**src/design/linear_probe_hash_table_unit_macros.svh**
```systemverilog
// ----------------------------------------------------------------------------
// Assertion macros for the linear probing hash table unit
// Concurrent checks on clk with synchronous active-low reset rst_n.
// ----------------------------------------------------------------------------
`ifndef LINEAR_PROBE_HASH_TABLE_UNIT_MACROS_SVH
`define LINEAR_PROBE_HASH_TABLE_UNIT_MACROS_SVH

`ifndef SYNTHESIS
// Same-cycle implication, checked only out of reset.
`define LPHT_ASSERT_IMP(lbl, ante, cons, msg) \
  lbl: assert property (@(posedge clk) disable iff (!rst_n) (ante) |-> (cons)) else $error(msg);
// Next-cycle implication, checked only out of reset.
`define LPHT_ASSERT_NXT(lbl, ante, cons, msg) \
  lbl: assert property (@(posedge clk) disable iff (!rst_n) (ante) |=> (cons)) else $error(msg);
`else
`define LPHT_ASSERT_IMP(lbl, ante, cons, msg)
`define LPHT_ASSERT_NXT(lbl, ante, cons, msg)
`endif

`endif

```
**src/design/lpht_pkg.sv**
```systemverilog
// ----------------------------------------------------------------------------
// lpht_pkg
// Shared field widths, codes and controller/datapath interface types.
// ----------------------------------------------------------------------------
package lpht_pkg;

  localparam int CMD_BITS         = 2;
  localparam int KEY_FIELD_BITS   = 16;
  localparam int VALUE_FIELD_BITS = 64;
  localparam int STATUS_BITS      = 2;
  localparam int SLOT_FIELD_BITS  = 5;
  localparam int IN_DATA_BITS     = 88;
  localparam int OUT_DATA_BITS    = 72;

  typedef enum logic [1:0] {
    OP_SEARCH = 2'd0,
    OP_INSERT = 2'd1,
    OP_DELETE = 2'd2
  } op_t;

  typedef enum logic [1:0] {
    MARK_EMPTY = 2'd0,
    MARK_USED  = 2'd1,
    MARK_GONE  = 2'd2
  } mark_t;

  typedef enum logic [1:0] {
    ST_DONE = 2'd0,
    ST_MISS = 2'd1,
    ST_FULL = 2'd2
  } status_t;

  typedef enum logic [2:0] {
    S_CLEAR,
    S_IDLE,
    S_HASH,
    S_PROBE,
    S_EMIT
  } state_t;

  // Commands from the controller to the datapath.
  typedef struct packed {
    logic clear_step;
    logic load;
    logic hash_run;
    logic probe_start;
    logic probe_run;
    logic emit;
  } lpht_ctl_t;

  // Status from the datapath to the controller.
  typedef struct packed {
    logic clear_last;
    logic hash_done;
    logic op_valid;
    logic probe_end;
  } lpht_sts_t;

endpackage

```
**src/design/lpht_ram.sv**
```systemverilog
// ----------------------------------------------------------------------------
// lpht_ram
// Generic simple dual-port RAM: one write port, one registered read port.
// ----------------------------------------------------------------------------
module lpht_ram #(
  parameter int WIDTH = 8,
  parameter int DEPTH = 32
) (
  input  logic                     clk,
  input  logic                     we,
  input  logic [$clog2(DEPTH)-1:0] waddr,
  input  logic [WIDTH-1:0]         wdata,
  input  logic                     re,
  input  logic [$clog2(DEPTH)-1:0] raddr,
  output logic [WIDTH-1:0]         rdata
);

  logic [WIDTH-1:0] mem [DEPTH];
  logic [WIDTH-1:0] rdata_r;

  always_ff @(posedge clk) begin
    if (we) begin
      mem[waddr] <= wdata;
    end
    if (re) begin
      rdata_r <= mem[raddr];
    end
  end

  assign rdata = rdata_r;

endmodule

```
**src/design/lpht_ctrl.sv**
```systemverilog
// ----------------------------------------------------------------------------
// lpht_ctrl
// Controller state machine: clearing pass, accept, hash, probe, result.
// ----------------------------------------------------------------------------
module lpht_ctrl (
  input  logic               clk,
  input  logic               rst_n,
  input  logic               in_tvalid,
  output logic               in_tready,
  output logic               out_tvalid,
  input  logic               out_tready,
  input  lpht_pkg::lpht_sts_t sts,
  output lpht_pkg::lpht_ctl_t ctl
);

  import lpht_pkg::*;

  state_t state_r, state_nxt;
  logic   out_valid_r, out_valid_nxt;
  logic   out_free;

  assign out_free = !out_valid_r || out_tready;

  always_ff @(posedge clk) begin
    if (!rst_n) begin
      state_r     <= S_CLEAR;
      out_valid_r <= 1'b0;
    end else begin
      state_r     <= state_nxt;
      out_valid_r <= out_valid_nxt;
    end
  end

  always_comb begin
    state_nxt = state_r;
    ctl       = '0;
    in_tready = 1'b0;
    case (state_r)
      S_CLEAR: begin
        ctl.clear_step = 1'b1;
        if (sts.clear_last) begin
          state_nxt = S_IDLE;
        end
      end
      S_IDLE: begin
        in_tready = 1'b1;
        if (in_tvalid) begin
          ctl.load  = 1'b1;
          state_nxt = S_HASH;
        end
      end
      S_HASH: begin
        ctl.hash_run = 1'b1;
        if (sts.hash_done) begin
          if (sts.op_valid) begin
            ctl.probe_start = 1'b1;
            state_nxt       = S_PROBE;
          end else begin
            state_nxt = S_EMIT;
          end
        end
      end
      S_PROBE: begin
        ctl.probe_run = 1'b1;
        if (sts.probe_end) begin
          state_nxt = S_EMIT;
        end
      end
      S_EMIT: begin
        if (out_free) begin
          ctl.emit  = 1'b1;
          state_nxt = S_IDLE;
        end
      end
      default: begin
        state_nxt = S_CLEAR;
      end
    endcase
  end

  always_comb begin
    if (ctl.emit) begin
      out_valid_nxt = 1'b1;
    end else if (out_tready) begin
      out_valid_nxt = 1'b0;
    end else begin
      out_valid_nxt = out_valid_r;
    end
  end

  assign out_tvalid = out_valid_r;

endmodule

```
**src/design/lpht_dp.sv**
```systemverilog
// ----------------------------------------------------------------------------
// lpht_dp
// Datapath: operand registers, home slot hash, probe pointers, slot RAM,
// result and output registers.
// ----------------------------------------------------------------------------
module lpht_dp #(
  parameter int TABLE_SLOTS  = 32,
  parameter int KEY_BITS     = 16,
  parameter int PAYLOAD_BITS = 64
) (
  input  logic                                   clk,
  input  logic                                   rst_n,
  input  lpht_pkg::lpht_ctl_t                    ctl,
  output lpht_pkg::lpht_sts_t                    sts,
  input  logic [lpht_pkg::CMD_BITS-1:0]          in_cmd,
  input  logic [lpht_pkg::KEY_FIELD_BITS-1:0]    in_key,
  input  logic [lpht_pkg::VALUE_FIELD_BITS-1:0]  in_value,
  output lpht_pkg::status_t                      out_status,
  output logic [lpht_pkg::SLOT_FIELD_BITS-1:0]   out_slot,
  output logic [lpht_pkg::VALUE_FIELD_BITS-1:0]  out_value
);

  import lpht_pkg::*;

  localparam int SLOT_W = $clog2(TABLE_SLOTS);
  localparam int CNT_W  = $clog2(TABLE_SLOTS + 1);
  localparam int WORD_W = 2 + KEY_BITS + PAYLOAD_BITS;
  localparam logic [SLOT_W-1:0] LAST_SLOT = SLOT_W'(TABLE_SLOTS - 1);
  localparam logic [CNT_W-1:0]  ALL_CNT   = CNT_W'(TABLE_SLOTS);
  localparam logic [CNT_W-1:0]  LAST_CNT  = CNT_W'(TABLE_SLOTS - 1);

  // Operand registers.
  logic [CMD_BITS-1:0]     op_r;
  logic [KEY_BITS-1:0]     key_r;
  logic [PAYLOAD_BITS-1:0] val_r;

  // Probe control.
  logic [SLOT_W-1:0] iss_r, chk_r, clr_r;
  logic [CNT_W-1:0]  iss_cnt_r, chk_cnt_r;
  logic              rvld_r;
  logic [SLOT_W-1:0] home;

  // Result and output registers.
  status_t                 res_status_r, out_status_r;
  logic [SLOT_W-1:0]       res_slot_r, out_slot_r;
  logic [PAYLOAD_BITS-1:0] res_val_r, out_val_r;

  // RAM ports.
  logic              ram_we, ram_re;
  logic [SLOT_W-1:0] ram_waddr;
  logic [WORD_W-1:0] ram_wdata, ram_rdata;

  mark_t                   rd_mark;
  logic [KEY_BITS-1:0]     rd_key;
  logic [PAYLOAD_BITS-1:0] rd_pay;
  logic                    key_hit, is_last, issuing;
  logic                    end_hit, end_miss, end_free, end_full;

  // ---------------------------------------------------------------------------
  // Home slot: key modulo TABLE_SLOTS.
  // ---------------------------------------------------------------------------
  if ((TABLE_SLOTS & (TABLE_SLOTS - 1)) == 0) begin : g_mask
    assign home          = SLOT_W'(key_r);
    assign sts.hash_done = 1'b1;
  end else begin : g_recip
    // Reciprocal multiplication, product then remainder registered. The quotient
    // (key * RECIP) >> RSHIFT is exact for every KEY_BITS-bit key, and the
    // remainder fits in SLOT_W bits, so only the low bits of key - q * N count.
    localparam int RSHIFT = KEY_BITS + SLOT_W;
    localparam int PROD_W = 2 * KEY_BITS + 2;
    localparam longint unsigned RECIP_VAL =
      ((64'd1 << RSHIFT) + 64'(TABLE_SLOTS) - 64'd1) / 64'(TABLE_SLOTS);
    localparam logic [KEY_BITS+1:0] RECIP   = (KEY_BITS + 2)'(RECIP_VAL);
    localparam logic [SLOT_W-1:0]   SLOTS_C = SLOT_W'(TABLE_SLOTS);
    logic [PROD_W-1:0] prod_r;
    logic [SLOT_W-1:0] rem_r, rem_nxt, quot_lo;
    logic [1:0]        hstep_r;
    logic              done;

    assign quot_lo = SLOT_W'(prod_r >> RSHIFT);
    assign rem_nxt = SLOT_W'(key_r) - SLOT_W'(quot_lo * SLOTS_C);
    assign done    = (hstep_r == 2'd2);

    always_ff @(posedge clk) begin
      if (!rst_n) begin
        hstep_r <= '0;
      end else if (ctl.load) begin
        hstep_r <= '0;
      end else if (ctl.hash_run && !done) begin
        hstep_r <= hstep_r + 2'd1;
      end
    end

    always_ff @(posedge clk) begin
      if (ctl.hash_run && (hstep_r == 2'd0)) begin
        prod_r <= PROD_W'(key_r) * PROD_W'(RECIP);
      end
      if (ctl.hash_run && (hstep_r == 2'd1)) begin
        rem_r <= rem_nxt;
      end
    end

    assign home          = rem_r;
    assign sts.hash_done = done;
  end

  // ---------------------------------------------------------------------------
  // Operand capture.
  // ---------------------------------------------------------------------------
  always_ff @(posedge clk) begin
    if (ctl.load) begin
      op_r  <= in_cmd;
      key_r <= KEY_BITS'(in_key);
      val_r <= PAYLOAD_BITS'(in_value);
    end
  end

  assign sts.op_valid = (op_r == OP_SEARCH) || (op_r == OP_INSERT) || (op_r == OP_DELETE);

  // ---------------------------------------------------------------------------
  // Probe: a read is issued each cycle, its data is checked the next one.
  // ---------------------------------------------------------------------------
  assign issuing = ctl.probe_run && (iss_cnt_r != ALL_CNT);
  assign rd_mark = mark_t'(ram_rdata[1:0]);
  assign rd_key  = ram_rdata[KEY_BITS+1:2];
  assign rd_pay  = ram_rdata[WORD_W-1:KEY_BITS+2];
  assign key_hit = (rd_mark == MARK_USED) && (rd_key == key_r);
  assign is_last = (chk_cnt_r == LAST_CNT);

  always_comb begin
    end_hit  = 1'b0;
    end_miss = 1'b0;
    end_free = 1'b0;
    end_full = 1'b0;
    case (op_t'(op_r))
      OP_INSERT: begin
        end_free = rvld_r && (rd_mark != MARK_USED);
        end_full = rvld_r && (rd_mark == MARK_USED) && is_last;
      end
      OP_SEARCH, OP_DELETE: begin
        end_hit  = rvld_r && key_hit;
        end_miss = rvld_r && !key_hit && ((rd_mark == MARK_EMPTY) || is_last);
      end
      default: begin
      end
    endcase
  end

  assign sts.probe_end  = end_hit || end_miss || end_free || end_full;
  assign sts.clear_last = (clr_r == LAST_SLOT);

  always_ff @(posedge clk) begin
    if (!rst_n) begin
      clr_r     <= '0;
      rvld_r    <= 1'b0;
      iss_cnt_r <= '0;
      chk_cnt_r <= '0;
    end else begin
      if (ctl.clear_step) begin
        clr_r <= clr_r + SLOT_W'(1);
      end
      if (ctl.probe_start) begin
        rvld_r    <= 1'b0;
        iss_cnt_r <= '0;
        chk_cnt_r <= '0;
      end else if (ctl.probe_run) begin
        rvld_r <= issuing;
        if (issuing) begin
          iss_cnt_r <= iss_cnt_r + CNT_W'(1);
        end
        if (rvld_r) begin
          chk_cnt_r <= chk_cnt_r + CNT_W'(1);
        end
      end
    end
  end

  always_ff @(posedge clk) begin
    if (ctl.probe_start) begin
      iss_r <= home;
    end else if (issuing) begin
      iss_r <= (iss_r == LAST_SLOT) ? '0 : iss_r + SLOT_W'(1);
      chk_r <= iss_r;
    end
  end

  // ---------------------------------------------------------------------------
  // Slot store: mark, key and payload in one word.
  // ---------------------------------------------------------------------------
  assign ram_re    = issuing;
  assign ram_we    = ctl.clear_step ||
                     (ctl.probe_run && (end_free || (end_hit && (op_t'(op_r) == OP_DELETE))));
  assign ram_waddr = ctl.clear_step ? clr_r : chk_r;

  always_comb begin
    if (ctl.clear_step) begin
      ram_wdata = {{PAYLOAD_BITS{1'b0}}, {KEY_BITS{1'b0}}, MARK_EMPTY};
    end else if (end_free) begin
      ram_wdata = {val_r, key_r, MARK_USED};
    end else begin
      ram_wdata = {rd_pay, rd_key, MARK_GONE};
    end
  end

  lpht_ram #(
    .WIDTH(WORD_W),
    .DEPTH(TABLE_SLOTS)
  ) u_slots (
    .clk  (clk),
    .we   (ram_we),
    .waddr(ram_waddr),
    .wdata(ram_wdata),
    .re   (ram_re),
    .raddr(iss_r),
    .rdata(ram_rdata)
  );

  // ---------------------------------------------------------------------------
  // Result and output registers.
  // ---------------------------------------------------------------------------
  always_ff @(posedge clk) begin
    if (ctl.load) begin
      res_status_r <= ST_MISS;
      res_slot_r   <= '0;
      res_val_r    <= '0;
    end else if (ctl.probe_run) begin
      if (end_hit) begin
        res_status_r <= ST_DONE;
        res_slot_r   <= chk_r;
        res_val_r    <= rd_pay;
      end else if (end_free) begin
        res_status_r <= ST_DONE;
        res_slot_r   <= chk_r;
      end else if (end_full) begin
        res_status_r <= ST_FULL;
      end
    end
  end

  always_ff @(posedge clk) begin
    if (ctl.emit) begin
      out_status_r <= res_status_r;
      out_slot_r   <= res_slot_r;
      out_val_r    <= res_val_r;
    end
  end

  assign out_status = out_status_r;
  assign out_slot   = SLOT_FIELD_BITS'(out_slot_r);
  assign out_value  = VALUE_FIELD_BITS'(out_val_r);

endmodule

```
**src/design/linear_probe_hash_table_unit.sv**
```systemverilog
// ----------------------------------------------------------------------------
// linear_probe_hash_table_unit
// Open-addressing hash table with linear probing and tombstone deletes.
//
// One transaction on the in_ channel carries a command (search, insert or
// delete), a key and a payload word. Exactly one transaction follows on the
// out_ channel with a status, the slot index and the payload found or removed.
// The home slot is the key modulo TABLE_SLOTS; the probe walks forward one
// slot per cycle, wrapping, over at most TABLE_SLOTS slots.
// From acceptance to out_tvalid the item passes hash, probe and hand-off to
// the output register; the hash adds a reciprocal multiplication when
// TABLE_SLOTS is not a power of two. The next transaction is accepted only
// after the previous result has been handed to the output register. The
// single read port of the slot RAM sets the probe rate of one slot per cycle;
// one item is in work at a time.
// After reset the block clears every slot mark, one slot a cycle, with
// in_tready low. The result sits in an output register, so a stalled
// receiver does not stop the next transaction from being accepted; only its
// result waits until the register frees up.
// ----------------------------------------------------------------------------
`include "linear_probe_hash_table_unit_macros.svh"

module linear_probe_hash_table_unit #(
  parameter int TABLE_SLOTS  = 32,
  parameter int KEY_BITS     = 16,
  parameter int PAYLOAD_BITS = 64
) (
  input  logic                                clk,
  input  logic                                rst_n,
  input  logic                                in_tvalid,
  output logic                                in_tready,
  // in_tdata: cmd[1:0], key[17:2], entry_value[81:18], zero pad[87:82]
  input  logic [lpht_pkg::IN_DATA_BITS-1:0]   in_tdata,
  output logic                                out_tvalid,
  input  logic                                out_tready,
  // out_tdata: status[1:0], slot_index[6:2], value_out[70:7], zero pad[71]
  output logic [lpht_pkg::OUT_DATA_BITS-1:0]  out_tdata
);

  import lpht_pkg::*;

  lpht_ctl_t                    ctl;
  lpht_sts_t                    sts;
  status_t                      res_status;
  logic [SLOT_FIELD_BITS-1:0]   res_slot;
  logic [VALUE_FIELD_BITS-1:0]  res_value;

  // Sequencing: clearing pass, accept, hash, probe and hand-off to output.
  lpht_ctrl u_ctrl (
    .clk       (clk),
    .rst_n     (rst_n),
    .in_tvalid (in_tvalid),
    .in_tready (in_tready),
    .out_tvalid(out_tvalid),
    .out_tready(out_tready),
    .sts       (sts),
    .ctl       (ctl)
  );

  // Operands, probe pointers, slot store and result registers.
  lpht_dp #(
    .TABLE_SLOTS (TABLE_SLOTS),
    .KEY_BITS    (KEY_BITS),
    .PAYLOAD_BITS(PAYLOAD_BITS)
  ) u_dp (
    .clk       (clk),
    .rst_n     (rst_n),
    .ctl       (ctl),
    .sts       (sts),
    .in_cmd    (in_tdata[1:0]),
    .in_key    (in_tdata[17:2]),
    .in_value  (in_tdata[81:18]),
    .out_status(res_status),
    .out_slot  (res_slot),
    .out_value (res_value)
  );

  assign out_tdata = {1'b0, res_value, res_slot, res_status};

  // No transaction may be taken while slot marks are still being cleared.
  `LPHT_ASSERT_IMP(a_no_accept_in_clear, ctl.clear_step, !in_tready, "accept during clear")

  // Only one item is in work: acceptance drops in_tready in the next cycle.
  `LPHT_ASSERT_NXT(a_one_in_flight, in_tvalid && in_tready, !in_tready, "second item taken")

  // Any result other than done carries a zero slot index and zero payload.
  `LPHT_ASSERT_IMP(a_fail_is_zero, out_tvalid && (out_tdata[1:0] != ST_DONE), (out_tdata[70:2] == '0), "nonzero fields on failed result")

endmodule
```
**config.mk**
```make
export PLATFORM = sky130hd
export DESIGN_NAME = linear_probe_hash_table_unit
export DESIGN_NICKNAME = d
export VERILOG_FILES = /design/src/design/lpht_pkg.sv /design/src/design/lpht_ram.sv /design/src/design/lpht_ctrl.sv /design/src/design/lpht_dp.sv /design/src/design/linear_probe_hash_table_unit.sv
export VERILOG_INCLUDE_DIRS = /design/src /design/src/design
export SDC_FILE = /design/constraint.sdc
export NUM_CORES = 2
export LEC_CHECK = 0
export ABC_AREA = 1
export BUFFER_PORTS_ARGS = -buffer_cell sky130_fd_sc_hd__buf_2
export CAP_MARGIN = 30
export CORE_MARGIN = 8
export CORE_UTILIZATION = 35
export DETAILED_ROUTE_END_ITERATION = 10
export PLACE_DENSITY_LB_ADDON = 0.1
export SYNTH_ARGS = -nofsm -noshare
export SYNTH_HDL_FRONTEND = slang
export SYNTH_SLANG_ARGS = --single-unit
```
**constraint.sdc**
```tcl
create_clock -name clk -period 5.9 [get_ports clk]
set_input_delay 0.59 -clock clk [delete_from_list [all_inputs] [get_ports clk]]
set_output_delay 0.59 -clock clk [all_outputs]
set_load 0.02 [all_outputs]
```
* Yosys cells after proc, flatten, opt, wreduce, memory -nomap -nowiden
Memory sizes are Yosys's and may differ from the RTL's. A register that Yosys moved wholly into a read port is not among the register bits. Index checks and enable logic that the tools add are counted.
Cells by class: add/subtract/negate cells 4, equal/unequal tests 17, muxes and demuxes 34, bitwise operators 2, reductions and logical operators 37
Operator list (count):
- $mux W82 | 2
- $mux W5 | 6
- $mux W1 | 17
- $eq A16 B16 Y1 | 1
- $mux W3 | 5
- $pmux W3 S5 | 1
- $add A6 B1 Y6 const B | 2
- $reduce_and A2 Y1 | 6
- $add A5 B1 Y5 const B | 2
- $eq A5 B5 Y1 const B | 2
- $logic_and A1 B1 Y1 | 10
- $logic_or A1 B1 Y1 | 9
- $eq A3 B2 Y1 const B | 2
- $eq A6 B5 Y1 const B | 1
- $mux W2 | 3
- $ne A2 B2 Y1 const B | 3
- $ne A6 B6 Y1 const B | 1
- $reduce_bool A2 Y1 | 3
- $eq A2 B1 Y1 const B | 2
- $logic_not A2 Y1 | 2
- $ne A2 B1 Y1 const B | 2
- $reduce_and A4 Y1 | 1
- $reduce_or A2 Y1 | 2
- $eq A3 B1 Y1 const B | 1
- 6 further kinds | 8
Storage, ports and cells: bits in registers 256, bits in writable memories 2624, input port bits 92, output and inout port bits 74, word-level logic and storage cells 112, memories 1
Memory list:
- u_dp.u_slots.mem | depth 32, bits a word 82, read ports 1, clocked after memory_dff 1, wr ports 1, line lpht_ram.sv:18 | logic [WIDTH-1:0] mem [DEPTH];

* Depth between registers and ports, before layout
depth in word-level cells 11, gate-level depth with buffers 12, mapped depth without buffers 12

* Modules after synthesis
From an unflattened synthesis, not the netlist that was laid out.
Second synthesis, totals: cell total of the unflattened synthesis 9555, area, all modules 117554.0 µm²
By module, submodules not included:
- lpht_ram | times used 1, cells each 8653, area an instance 107506.9 µm², seq. area each 81257.9 µm²
- lpht_dp | times used 1, cells each 839, area an instance 9621.7 µm², seq. area each 6676.4 µm²
- lpht_ctrl | times used 1, cells each 61, area an instance 414.1 µm², seq. area each 80.1 µm²
- linear_probe_hash_table_unit | times used 1, cells each 2, area an instance 11.3 µm², seq. area each 0.0 µm²

* Worst setup path after synthesis
OpenSTA, ideal clock, no wires.
kind register to register, start point reg u_dp.op_r[0], end point mem u_dp.u_slots.mem[24][0] (netlist bit), enable pin, library setup time 523 ps, arrival time 4806 ps, data required time 5377 ps, setup slack 571 ps, cell stages (with the launch flop) 12, buffers on the path 0, clock period less this slack 5329 ps, cell sequence edfxtp_1 -> nor2_2 -> nand2_1 -> nor2_1 -> nand2_1 -> nor2_1 -> nand3_1 -> nand2_1 -> nand2_2 -> nand2_2 -> nand2_1 -> nor2_1
On the way: word-level cells in the longest chain between the ends 9, elaborated cells on any way between the ends 12, classes of those cells eq/ne (2); mux (4); reduce/logical (6)
RTL lines:
- start: declaration | line lpht_dp.sv:33 | logic [CMD_BITS-1:0] op_r;
- start signal: assignment | line lpht_dp.sv:112 | op_r <= in_cmd;
- $eq A2 B2 Y1 / $logic_not A2 Y1 (equally long branches) | line lpht_dp.sv:135, lpht_dp.sv:192
- $reduce_or A2 Y1 | line lpht_dp.sv:135 | case (op_t'(op_r))
- $mux W1 | line lpht_dp.sv:135
- $logic_and A1 B1 Y1 | line lpht_dp.sv:192 | (ctl.probe_run && (end_free || (end_hit && (op_t'(op_r) == OP_DELETE))));
- $logic_or A1 B1 Y1 (*) | line lpht_dp.sv:192
- $logic_and A1 B1 Y1 (*) | line lpht_dp.sv:192
- $logic_or A1 B1 Y1 (*) | line lpht_dp.sv:191 | assign ram_we = ctl.clear_step ||
- $mux W1 (*) | line lpht_ram.sv:22 | if (we) begin
- $mux W1 (implied by the code) (*) | line lpht_ram.sv:23 | mem[waddr] <= wdata;
- end: declaration | line lpht_ram.sv:18
Mark *: on every way between the ends. The rest lies on a longest branch, timed or not.

* Worst setup path after layout
start point reg u_dp.op_r[0], end point mem u_dp.u_slots.mem[29][39] (netlist bit), enable pin
Same word-level chain as after synthesis.

==> run summary <==
status: finished clean
flops & latches, synth: 2962
wire length on met1: 169000 um
syn nets: 8644
Arrival @ worst endpoint: 5320 ps
All-Layer GR Usage: 0.207
area of the die: 0.347 mm^2
DR vias: 71.6k
drt drc: 0
min-delay worst type: in -> reg
WP buf/inv: 1
Yosys warnings: 0
Mapped Cells: 8545
largest family of logic cells by synthesized area: compound AO/OA/AOI/OAI gates
pwr/cell area: 440 mW/mm^2
Clock Skew: 29.5 ps
reg-to-reg critical path startpoint: u_dp.op_r[0]$_DFFE_PP_
Die W: 589 um
number of global-route vias before repair: 69.6k
drt via density: 5.34
Worst setup EP type: flip-flop
Pins Over Slew Limit: 0
WL final: 373000 um
Met3 Wirelength: 19200 um
Skew-Pair Late Insertion Delay: 900 ps
Hold Path Stages: 1
Critical Path Slowest Stage Cell: nor2_4
xor/xnor cell area share of the yosys netlist: 0.000610
syn_area_per_cell: 13.4 um^2
drt pass-1 iters: 5
Slew HR: 0.284
leakage power total: 44.9 nW
Worst Min Path Start: in_tdata[10]
Simple-Gate Fraction of Synth Area: 0.0854
TritonCTS clock tree: built
Distinct cells, synth: 40
post-synthesis mux area share: 0.0146
Synth Area in Compound Gates: 0.104
CP top delay family: simple AND/OR/NAND/NOR gates
Synth Flop Type: edfxtp_1
IO Port Bufs: 158
cts bufs inserted: 327
crit path kind: reg -> reg
Rows: 210
Syn-to-layout area delta: 16.0%
Post-synth EDFFs: 2869
CTS Buffer Depth: 4
first-pass GRT wire length: 528000 um
R2R Setup Slk: 1140 ps
Max-cap violations: 0
crit path cell chain: nor2_2 -> nand2_1 -> nor2_1 -> nand2_1 -> nor2_1 -> nand3_1 -> nand2_1 -> nand2_2 -> nand2_2 -> nand2_1 -> nor2_4 -> buf_4
Antenna Violating Nets Remaining: 0
setup TNS: 0 ps
crit share post-route: 0.807
I/O pin total: 166
CTS sink count: 2962
slew at the pin closest to its max-slew limit: 1070 ps
Worst Path Max Fanout: 11
Critical Path RT: 6460 ps
Post-Synth Adder-Cell Area: 0.000763
Initial Utilization: 0.351
top sig layer: met5
Post-synth ARST share: 0
RSZ-0062 raised after global routing: false
Worst Hold End: u_dp.key_r[8]$_DFFE_PP_
Worst IR Drop VDD: 0.000591 V
antenna violations before repair: 10
nets@finish: 8913
Worst setup SP type: flip-flop
Die H: 589 um
Overflow after GRT: 0
FMAX: 210 MHz
Clock transition at path regs: 60 ps
layout cell share with drive strength beyond 1: 0.110
Mapped Area: 0.115 mm^2
Detailed Place HPWL: 190000 um
path depth of the worst reg2reg path: 12
Met2 Wirelength: 178000 um
htree depth: 5
Final Hold Viols: 0
FF-to-FF End: u_dp.u_slots.mem[29][39]$_DFFE_PP_
drt first-iter violations: 6508
Post-CTS Setup Bufs: 0
Worst path most repeated cell: nand2_1
crit-path max cell delay: 840 ps
mean routed wirelength per cell: 27.8 um
Core Footprint: 0.327 mm^2
post-synthesis sequential area ratio: 0.767
pin count of the biggest net entering global routing: 145
CTS root buf: clkbuf_16
Power Total: 58.6 mW
Final setup viols: 0
Routability Congestion: 0.762
minimum clock period: 4760 ps
## cells in the final DEF, fill, tap and decap left out, types with 80 or more instances in the layout
cell / n
clkbuf_16: 332
buf_2: 158
mux2i_1: 167
o21ai_0: 1012
nor2_1: 1085
clkbuf_1: 80
edfxtp_1: 2869
nand2_1: 1121
dlygate4sd3_1: 80
o21ai_1: 156
buf_12: 88
o22ai_1: 519
inv_1: 133
dfxtp_1: 93
o211ai_1: 139
buf_4: 150
nand3_1: 239
a21oi_1: 273
## per-stage QoR
stage / hold WS, ps / utilization / area, um^2 / worst slack [ps] / instances
finish: 66.4 / 0.407 / 133000 / 1140 / 13419
global placement: 415 / 0.373 / 122000 / 1320 / 12722
detailed placement: 415 / 0.374 / 122000 / 1320 / 12748
floorplan: 403 / - / 115000 / 571 / 8545
CTS: 0.190 / 0.407 / 133000 / 1290 / 13412
global route: 10.1 / 0.407 / 133000 / 1060 / 13418
## report_power, final
group          switching (mW)  total [mW]  internal (mW)  leakage (nW)
Clock                    8.35        19.3           11.0          4.86
Combinational            8.25        10.2           1.90          12.8
Sequential              0.544        29.2           28.6          27.2
Total                    17.1        58.6           41.5          44.9
## flip-flops by register name, indices dropped and copies added (netlist names), 3 cells and up
register            flops
u_dp.iss_r              5
u_dp.out_slot           5
u_dp.res_val_r         64
u_dp.clr_r              5
u_dp.chk_cnt_r          6
u_dp.chk_r              5
u_dp.key_r             16
u_dp.res_slot_r         5
u_dp.u_slots.rdata     82
u_dp.u_slots.mem     2624
u_ctrl.state_r          3
u_dp.iss_cnt_r          6
u_dp.val_r             64
u_dp.out_value         64
## cells by family (layout without fill, tap and decap cells)
family / Yosys count / count (layout)
flip-flops: 2962 / 2962
AND/OR/NAND/NOR: 2512 / 2512
AO/OA/AOI/OAI: 2178 / 2178
buffers and inverters: 710 / 1236
multiplexers: 167 / 167
XOR/XNOR: 8 / 8
adder cells (fa/ha/maj): 7 / 7
other: 1 / 3
## layer usage
metal  track usage  vias up
met4        0.0391        2
met3        0.0263      450
met2         0.345     2023
met1         0.293    37020
li1              -    32141
met5             0        -
## how the worst max path moves through the flow
| stage | start | to | slack (ps) | depth (start not counted) |
|---|---|---|---|---|
| 4_1_cts | u_dp.op_r[0]$_DFFE_PP_ | u_dp.u_slots.mem[29][39]$_DFFE_PP_ | 1290 | 12 |
| 3_5_place_dp | u_dp.op_r[0]$_DFFE_PP_ | u_dp.u_slots.mem[29][45]$_DFFE_PP_ | 1320 | 12 |
| 3_3_place_gp | u_dp.op_r[0]$_DFFE_PP_ | u_dp.u_slots.mem[29][45]$_DFFE_PP_ | 1320 | 12 |
| 2_1_floorplan | u_dp.op_r[0]$_DFFE_PP_ | u_dp.u_slots.mem[24][0]$_DFFE_PP_ | 570 | 11 |
| 5_1_grt | u_dp.op_r[0]$_DFFE_PP_ | u_dp.u_slots.mem[29][39]$_DFFE_PP_ | 1060 | 12 |
| 6_report | u_dp.op_r[0]$_DFFE_PP_ | u_dp.u_slots.mem[29][39]$_DFFE_PP_ | 1140 | 12 |
## cell type report
| type | count | area, um^2 |
|---|---|---|
| Timing Repair Buffer | 503 | 4950 |
| Clock buffer | 424 | 8770 |
| Clock inverter | 162 | 1140 |
| Inverter | 147 | 617 |
| Sequential cell | 2962 | 88000 |
| Tap cell | 4346 | 5440 |
| Fill cell | 30353 | 194000 |
| Antenna cell | 2 | 5.00 |
| Multi-Input combinational cell | 4873 | 24200 |
## synth_stat cells (2+ instances only)
cell / instances / area share
buf_6: 22 / 0.0022
xor2_1: 4 / 0.00031
o21ai_1: 151 / 0.0066
nor2_1: 1120 / 0.037
buf_2: 188 / 0.0082
mux2i_1: 167 / 0.015
buf_4: 35 / 0.0023
nor2_2: 5 / 0.00027
nor3_1: 11 / 0.00048
xnor2_1: 4 / 0.00031
inv_2: 9 / 0.00029
o211ai_1: 139 / 0.0091
inv_1: 137 / 0.0045
o21ai_2: 2 / 0.00015
o21ai_0: 1078 / 0.047
a21oi_1: 273 / 0.012
o22ai_1: 531 / 0.029
nand2_1: 1122 / 0.037
edfxtp_1: 2869 / 0.75
ha_1: 7 / 0.00076
buf_1: 49 / 0.0016
clkbuf_1: 263 / 0.0086
nand3_1: 239 / 0.010
or2_1: 3 / 0.00016
dfxtp_1: 93 / 0.016
nand4_1: 3 / 0.00016
nand2_2: 3 / 0.00016
clkbuf_2: 6 / 0.00026
## what timing repair did
| item | 4_1_cts | 5_1_grt |
|---|---|---|
| resized for setup | 0 | 0 |
| hold endpoints to repair | 81 | 2 |
| hold buffers | 78 | 2 |
(Power assumes the default switching activity.)
